===== config.mk =====
export PLATFORM = sky130hd
export DESIGN_NAME = sst_enc
export DESIGN_NICKNAME = d
export VERILOG_FILES = /design/src/design/sst_enc.sv
export SDC_FILE = /design/constraint.sdc
export NUM_CORES = 1
export LEC_CHECK = 0
export BUFFER_PORTS_ARGS = -buffer_cell sky130_fd_sc_hd__buf_2
export CELL_PAD_IN_SITES_DETAIL_PLACEMENT = 1
export CELL_PAD_IN_SITES_GLOBAL_PLACEMENT = 1
export CORE_ASPECT_RATIO = 0.6
export CORE_MARGIN = 5
export CORE_UTILIZATION = 17
export DETAILED_ROUTE_END_ITERATION = 12
export PLACE_DENSITY_LB_ADDON = 0.3
export SYNTH_ARGS = -nofsm -noshare
export SYNTH_HDL_FRONTEND = slang
export SYNTH_SLANG_ARGS = --single-unit
export TNS_END_PERCENT = 30

===== constraint.sdc =====
create_clock -name vclk -period 2.7
set_clock_uncertainty 0.1 [all_clocks]
set_input_delay 0.405 -clock vclk [all_inputs]
set_output_delay 0.405 -clock vclk [all_outputs]
set_load 0.01 [all_outputs]

===== src/design/sst_enc.sv =====
// ----------------------------------------------------------------------------
// sst_enc
// Turns the row's less-than thermometer into the lower-bound index and
// folds the per-cell matches into one hit flag.
// ----------------------------------------------------------------------------
module sst_enc #(
  parameter int unsigned DEPTH = 128,
  parameter int unsigned CW    = 8
) (
  input  logic [DEPTH-1:0] lt_i,
  input  logic [DEPTH-1:0] eq_i,
  output logic [CW-1:0]    pos_o,
  output logic             found_o
);

  logic [DEPTH:0] edge_oh;

  always_comb begin
    edge_oh[0]     = !lt_i[0];
    for (int i = 1; i < DEPTH; i++) begin
      edge_oh[i] = lt_i[i-1] && !lt_i[i];
    end
    edge_oh[DEPTH] = lt_i[DEPTH-1];
  end

  // one-hot to binary, each index bit an or over its positions
  always_comb begin
    pos_o = '0;
    for (int i = 0; i <= DEPTH; i++) begin
      pos_o = pos_o | (edge_oh[i] ? CW'(i) : '0);
    end
  end

  assign found_o = |eq_i;

endmodule


==> impl_metrics.csv <==
group,metric,value,unit
run_status,status,"complete, but fails checks",
run_status,failed_checks,"negative setup slack",
setup_path,crit_path_start_kind,"input pin",
power,p_per_area,139,mW/mm^2
floorplan,die_h,87.6,microns
synth,synth_top_family_by_area,"simple AND/OR/NAND/NOR gates",
timing,rsz0062_at_grt,"true",
power,vdd_drop_max,0.0455,mV
setup_path,crit_path_frequent_cell,"buf_2",
detailed_routing,antenna_left,0,
setup_path,cp_max_fo,2,
detailed_routing,num_vias,3461,
detailed_routing,avgViaCountPerCell,4.95,
setup_path,cp_cell_sequence,"buf_2 -> nor2b_1 -> a2111oi_0 -> nor4b_1 -> buf_4 -> nand4b_1 -> or4_1 -> buf_2",
place,place_area,0.00331,sq mm
synth,synth.avg_cell_area,5.99,sq um
layout,final-seq-area,0,sq um
layout,layout_common_cells,"265 x buf_2, 46 x inv_1, 43 x nor4_1",
min_path,min-delay-start,"lt_i[127]",
synth,synth-xor-area-share,0,%
cts,postCtsHoldBufs,0,
layout,n_antenna_cell,0,
timing,relSlewSlack,60.4,%
run,cap_violations,0,
layout,drive_gt1_share,50.2,%
detailed_routing,first_pass_iters,4,
detailed_routing,drc_errors,0,
global_route,grt_max_degree,5,
synth,synthAdderAreaFrac,0,%
layout,final_cell_area,0.00333,sq mm
setup_path,slowest_delay,0.48,ns
timing,min_period_over_period,100,%
timing,finalHoldViolCount,0,
min_path,hold_end,"pos_o[7]",
synth,netlist_area,0.00171,sq mm
power,power.leakage,0.00171,uW
floorplan,coreArea,0.00984,sq mm
timing,setup_viol,1,
layout,area_delta_synth_final,94.7,%
synth,synthesis.nets,541,
global_route,grt_pass1_vias,3698,
synth,yosys.area_share.simple,62.4,%
floorplan,start_util,17.3,%
synth,ys_seq_area_share,0,%
timing,period_minus_slack,2.71,ns
detailed_routing,wl_per_cell,21.4,microns
min_path,hp-class,"in -> out",
synth,yosysWarnings,0,
floorplan,core.rowCount,28,
floorplan,dieArea,0.0122,sq mm
floorplan,fp.dieW,139,microns
synth,synth.distinct_cells,32,
floorplan,num_io_pins,265,
detailed_routing,totalWireLength,14900,microns
layout,final_common_cell,"buf_2",
detailed_routing,drt_iter0_markers,149,
timing,fin_setup_tns,-0.00515,ns
timing,worst_pin_slew,0.586,ns
timing,slew_viol_final,0,
min_path,holdPathStages,2,
power,finalPower,463,uW
place,dp_cells,699,
setup_path,setup.worst_path.class,"in -> out",
layout,flops_and_latches,0,
timing,fin_ws,-0.00515,ns
layout,nets,822,
layout,final_cells,699,
place,dp.final_hpwl,14200,microns
layout,clock_buffers,0,
synth,synth_area_leaders,"nor4_1 16%, nand2b_1 14%, nor2b_1 12%",
synth,synth_compound_gate_area_share,27.0,%
synth,muxShareOfSynthArea,0,%
layout,nFillCells,1351,
global_route,grt_util_all_layers,22.9,%
synth,netlist_instances,285,
place,gp_congestion,0.964,
global_route,antenna_found_initial,2,
setup_path,crit_path_end_kind,"primary output",
setup_path,slowest_stage,"or4_1",
setup_path,cp_num_buf_inv,3,
setup_path,cp.arrival,2.20,ns
global_route,grt-ovfl-total,0,
setup_path,cp_top_family,"simple AND/OR/NAND/NOR gates",
global_route,grt_first_pass_wirelength,21900,microns
setup_path,crit_required,2.19,ns
synth,synth_top_area_share,15.8,%
cts,cts_setup_buffers,0,
place,port_buffers,265,
timing,max_freq,370,MHz
synth,synth_top_cell_by_area,"nor4_1",
layout,multi_input_area,0.00155,sq mm
per-stage QoR:
stage / utilization, % / hold WS (ns) / setup slack, ns
floorplan: - / 0.802 / 0.346
detailed placement: 33.6 / 0.937 / -0.0478
global placement: 33.6 / 0.941 / -0.105
CTS: 33.7 / 0.938 / 0.00113
finish: 33.8 / 0.932 / -0.00515
global route: 33.8 / 0.944 / -0.0707
layer usage:
metal	track usage (%)	vias to the layer above	routed length, microns
li1	-	1666	-
met1	33.4	1645	7160
met2	36.1	136	6410
met3	5.40	10	1290
met4	0.799	4	59
met5	0	-	21
worst max-delay path by stage:
stage	start	endpoint	slack [ns]	cells past startpoint
global placement	lt_i[70]	pos_o[1]	-0.11	8
global route	lt_i[20]	pos_o[2]	-0.07	8
CTS	lt_i[120]	pos_o[4]	0.001	7
floorplan	lt_i[120]	pos_o[4]	0.35	5
detailed placement	lt_i[62]	pos_o[4]	-0.05	7
finish	lt_i[20]	pos_o[2]	-0.005	8
synth_stat cells, types with 2 or more instances:
master,n
a21o_1,2
nor4_1,43
a22o_1,3
nor2_1,6
a2111oi_0,12
o22ai_1,4
nor2b_1,34
o2111ai_1,13
a21oi_1,11
nor3_1,5
or4_1,4
o31ai_1,2
nand2_1,7
nand4_1,19
nand2b_1,37
or3_1,3
o21ai_0,16
nand3_1,3
nand4b_1,3
inv_1,46
what timing repair did:
| action | 4_1_cts | 5_1_grt |
|---|---|---|
| setup endpoints to repair | 3 | 7 |
| pin swaps | 0 | 0 |
| resized for setup | 2 | 6 |
kinds of logic (layout without fill, tap and decap cells):
family                 Yosys count  count (layout)
buffers and inverters           47             326
AO/OA/AOI/OAI                   66              66
AND/OR/NAND/NOR                172             172
final cells by class:
cell class | count | area share, %
Inverter | 46 | 5.19
Multi-Input combinational cell | 238 | 46.5
Timing Repair Buffer | 280 | 43.3
Tap cell | 135 | 5.08
power by group:
part	switching [uW]	internal (uW)	leakage, uW
registers	0	0	0
clock network	0	0	0
logic	233	230	0.00171
total	233	230	0.00171
Power figures use the tool's default switching activity.
