===== src/design/sst_pkg.sv =====
// ----------------------------------------------------------------------------
// sst_pkg
// Shared types and codes for the sorted set table.
// ----------------------------------------------------------------------------
package sst_pkg;

  localparam int unsigned ValueW = 32;
  localparam int unsigned FieldW = 8;

  typedef enum logic [1:0] {
    KIND_INSERT = 2'd0,
    KIND_REMOVE = 2'd1,
    KIND_LOOKUP = 2'd2
  } kind_e;

  typedef enum logic [1:0] {
    ST_DONE     = 2'd0,
    ST_NOCHANGE = 2'd1,
    ST_FULL     = 2'd2
  } status_e;

  typedef enum logic {
    S_IDLE = 1'b0,
    S_UPD  = 1'b1
  } state_e;

  typedef struct packed {
    logic [1:0]               kind;
    logic signed [ValueW-1:0] value;
  } req_t;

  typedef struct packed {
    logic              found;
    logic [FieldW-1:0] position;
    logic [FieldW-1:0] count;
    logic [1:0]        status;
  } rsp_t;

  // per-cycle controls shared by every cell of the row
  typedef struct packed {
    logic cmp_en;
    logic ins;
    logic rem;
  } cell_ctl_t;

endpackage


===== src/design/sst_cell.sv =====
// ----------------------------------------------------------------------------
// sst_cell
// One entry of the sorted row: compares against the request key and
// shifts toward or away from its neighbors on insert and remove.
// ----------------------------------------------------------------------------
module sst_cell #(
  parameter int unsigned IDX = 0,
  parameter int unsigned CW  = 8
) (
  input  logic                              clk_i,
  input  logic                              rst_ni,
  input  sst_pkg::cell_ctl_t                ctl_i,
  input  logic signed [sst_pkg::ValueW-1:0] key_i,
  input  logic [CW-1:0]                     count_i,
  input  logic signed [sst_pkg::ValueW-1:0] prev_val_i,
  input  logic                              prev_lt_i,
  input  logic signed [sst_pkg::ValueW-1:0] next_val_i,
  output logic signed [sst_pkg::ValueW-1:0] val_o,
  output logic                              lt_o,
  output logic                              eq_o
);

  logic signed [sst_pkg::ValueW-1:0] val_d, val_q;
  logic                              lt_d, lt_q, eq_d, eq_q;
  logic                              occupied;

  assign occupied = CW'(IDX) < count_i;

  always_comb begin
    lt_d  = lt_q;
    eq_d  = eq_q;
    val_d = val_q;
    if (ctl_i.cmp_en) begin
      lt_d = occupied && (val_q < key_i);
      eq_d = occupied && (val_q == key_i);
    end
    // entries below the lower bound stay put
    if (ctl_i.ins && !lt_q) begin
      val_d = prev_lt_i ? key_i : prev_val_i;
    end else if (ctl_i.rem && !lt_q) begin
      val_d = next_val_i;
    end
  end

  always_ff @(posedge clk_i or negedge rst_ni) begin
    if (!rst_ni) begin
      lt_q <= 1'b0;
      eq_q <= 1'b0;
    end else begin
      lt_q <= lt_d;
      eq_q <= eq_d;
    end
  end

  always_ff @(posedge clk_i) begin
    val_q <= val_d;
  end

  assign val_o = val_q;
  assign lt_o  = lt_q;
  assign eq_o  = eq_q;

endmodule


===== config.mk =====
export PLATFORM = sky130hd
export DESIGN_NAME = sst_cell
export DESIGN_NICKNAME = d
export VERILOG_FILES = /design/src/design/sst_pkg.sv /design/src/design/sst_cell.sv
export SDC_FILE = /design/constraint.sdc
export NUM_CORES = 1
export LEC_CHECK = 0
export ABC_AREA = 0
export BUFFER_PORTS_ARGS = -buffer_cell sky130_fd_sc_hd__buf_2
export CAP_MARGIN = 20
export CORE_MARGIN = 2
export CORE_UTILIZATION = 40
export DETAILED_ROUTE_END_ITERATION = 6
export PLACE_DENSITY = 0.74
export SLEW_MARGIN = 10
export SYNTH_ARGS = -nofsm -noshare
export SYNTH_HDL_FRONTEND = slang
export SYNTH_SLANG_ARGS = --single-unit

===== constraint.sdc =====
create_clock -name clk_i -period 2 [get_ports clk_i]
set_input_delay 0.3 -clock clk_i [delete_from_list [all_inputs] [get_ports clk_i]]
set_output_delay 0.3 -clock clk_i [all_outputs]
set_load 0.02 [all_outputs]

==> results by group <==
STA
  • Max Fclk: 507 MHz
  • Slew HR: 69.1%
  • Final Skew: between 0.004 and 0.005 ns
  • Fin. Hold Viols: 0
  • Crit path time final: 1.97 ns
  • RSZ-0062 raised after global routing: yes
  • Final hold slack: 0.244 ns
  • Tightest Pin Transition: 0.464 ns
  • Endpoints failing setup: 0
  • Final count of pins violating max slew: 0
  • Period Utilization, post-route: between 90% and 100%

Floorplanning
  • Core Region: 6030 µm²
  • Die Width: between 80 and 90 µm
  • Io pins: 144
  • Initial Util: a little over two fifths
  • Die area: 6980 µm²
  • Row cnt: 28
  • Die height: between 80 and 90 µm

GRT
  • Vias in the first global route: 2400
  • Largest net degree at the start of global routing: 33
  • GRT Total Usage: 18.5%
  • Initial antenna violation count: 0
  • Grt ovf: 0
  • First-pass GRT wire length: 10700 µm

Synthesis
  • Async set-or-reset flop fraction in the synthesized netlist: 5.88%
  • Post-Synth XOR/XNOR Area: 0%
  • Synth Area in Adders: between 10% and 20%
  • Total nets after synthesis: 410
  • Post-synth cell types: 27
  • EDFF count, synth: 32
  • Mux cell area share after synthesis: roughly an eighth
  • Synth Area in Compound Gates: 13.3%
  • Main synth FF type: edfxtp_1
  • Syn Area/Cell: 9.44 µm²
  • Yosys warns: 0
  • Main combinational cell family by area after synthesis: adder cells
  • Synth Area in Simple Gates: a little under an eighth
  • Sequential area share after synthesis: 40.0%
  • Post-synthesis cell count: 268
  • Yosys reg bits: 34
  • Mapped cell area: between 2000 and 3000 µm²

Clocking
  • Clk_lat worst skew: roughly 0.28 ns
  • H-tree Lvls: 2
  • Worst-path clk slew: 0.06 ns
  • Largest buffer count on any clock path: 2
  • CTS Root Cell: clkbuf_8
  • CTS tree: done
  • CTS buffer count: 5
  • Num Clock Sinks: 34

Critical path
  • Worst Path Buf+Inv: 0
  • Crit path max-delay cell type: edfxtp_1
  • CP delay by family, top: compound AO/OA/AOI/OAI gates
  • Critical Path AT: 2.19 ns
  • Slowest stage delay, CP: between 0.4 and 0.5 ns
  • Worst EP required: 2.22 ns
  • Worst reg2reg startpoint: val_o[14]
  • Crit path cell chain: ha_1 -> nand4_1 -> nor2_1 -> a221o_1 -> a211o_1 -> a211oi_2 -> a311o_1
  • Critical Path End Type: register
  • Crit path max fanout: 3
  • Crit start category: register
  • R2R Path End: lt_o
  • CP Class: reg -> reg
  • R2r setup slk: around 0.026 ns
  • R2R depth: 7

Finish
  • P&R area growth vs syn: 43.1%
  • Post-route cell area: 3620 µm²
  • Fraction of layout cells with a size suffix above 1: a little over two fifths
  • Inserted Diodes: 0
  • Commonest non-fill, non-tap cell in the layout: buf_2
  • Final Net Count: 558
  • Final std cells w/o fill: 491
  • Commonest cells after routing, fill and taps aside: buf_2, nand2_1, inv_1, o21ai_0

Placed design
  • Post-DP HPWL: about 5200 µm
  • Input/output buffers: ~140
  • Placed insts: between 400 and 500
  • Placed instance area: 3430 µm²
  • Gp weighted congestion: 0.797

Drt
  • Pre-antenna DRT Iters: 4
  • DRT iter0 DRCs: 57
  • Vias: 2441
  • Avg WL per Cell: 13.4 µm
  • DRT antenna net count: 0
  • Via-per-instance ratio: 4.97
  • Drt drc: 0
  • Detailed Route WL: 6580 µm

Run status
  • Outcome: completed

Min path
  • Hold wc startpoint: ctl_i[2]
  • Hold endpoint: eq_o
  • Hold path depth: 2
  • Hold WC Path Type: in -> reg

Flow run
  • Max Cap Viol: 0

Power
  • Worst vdd ir: 0.665 mV
  • PwrDens: 947 nW/µm²
  • Static leakage power: 0.00187 µW
## routing by layer
metal / share of wire (%) / GRT usage, % / up-vias
li1: - / - / 1246
met1: 43 / 22.2 / 1106
met2: 51 / 33.9 / 80
met3: 5.2 / 3.56 / 9
met4: 1.4 / 4.69 / 0
met5: 0 / 0 / -
## power breakdown
part | switching [µW] | internal [µW] | total [µW]
sequential | 160 | 1120 | 1280
combinational | 1010 | 664 | 1670
clock | 234 | 240 | 473
## through the flow
step,TNS [ns],total power (µW),worst slack (ns),utilization (%)
after floorplan,0,2300,0.0156,-
after global placement,0,2850,0.00311,57.0
after detailed placement,-0.0529,2890,-0.0529,57.0
after CTS,0,3390,0.00580,58.5
after global routing,-0.0508,3700,-0.0508,60.1
final,0,3430,0.0257,60.1
## logic make-up (layout without fill, tap and decap cells)
kind of cell             Yosys count  count (layout)
buffers and inverters             46             194
AO/OA/AOI/OAI                     60              60
adder cells (fa/ha/maj)           32              32
multiplexers                      32              32
AND/OR/NAND/NOR                   64              64
flip-flops                        34              34
## worst register-to-register path: stages (launching register included)
cell	delay [ns]
edfxtp_1	0.41
ha_1	0.33
nand4_1	0.21
nor2_1	0.08
a221o_1	0.30
a211o_1	0.26
a211oi_2	0.19
a311o_1	0.14
## Yosys cell counts, drive strengths merged, types with 2 or more instances
cell    count  area [µm²]
ha         32         400
dfrtp       2        50.1
buf         3        15.0
o21ai      37         185
clkbuf      8        30.0
nor4        4        25.0
a21oi      15        82.6
nand3       4        20.0
nand2      40         150
edfxtp     32         961
a21o        2        15.0
nand4       7        43.8
inv        35         131
mux2i      32         320
nor2        5        18.8
## area by class of cell
type                       count  area (µm²)
multi-input combinational    188        1510
inverter                      35         131
tap                           75        93.8
timing repair buffer         152         798
sequential                    34        1010
clock buffer                   7        76.3
fill                         557        2410
## how the worst max path moves through the flow
stage / start / to / depth (start not counted)
6_report: val_o[14] / lt_o / 7
5_1_grt: val_o[14] / lt_o / 7
4_1_cts: val_o[17] / lt_o / 7
3_5_place_dp: key_i[14] / lt_o / 8
3_3_place_gp: key_i[17] / lt_o / 8
2_1_floorplan: val_o[29] / lt_o / 6
## state kept, by name (all words and copies together) (netlist names)
signal / count
val_o: 32
eq_o: 1
lt_o: 1
## repair_timing
action                     4_1_cts  5_1_grt
pin swaps                        0        7
resized for setup                1       11
hold endpoints to repair         2        0
setup buffers                    0        1
hold buffers                     1        0
setup endpoints to repair        1        1
No activity file was read; power rests on OpenSTA's default activity.
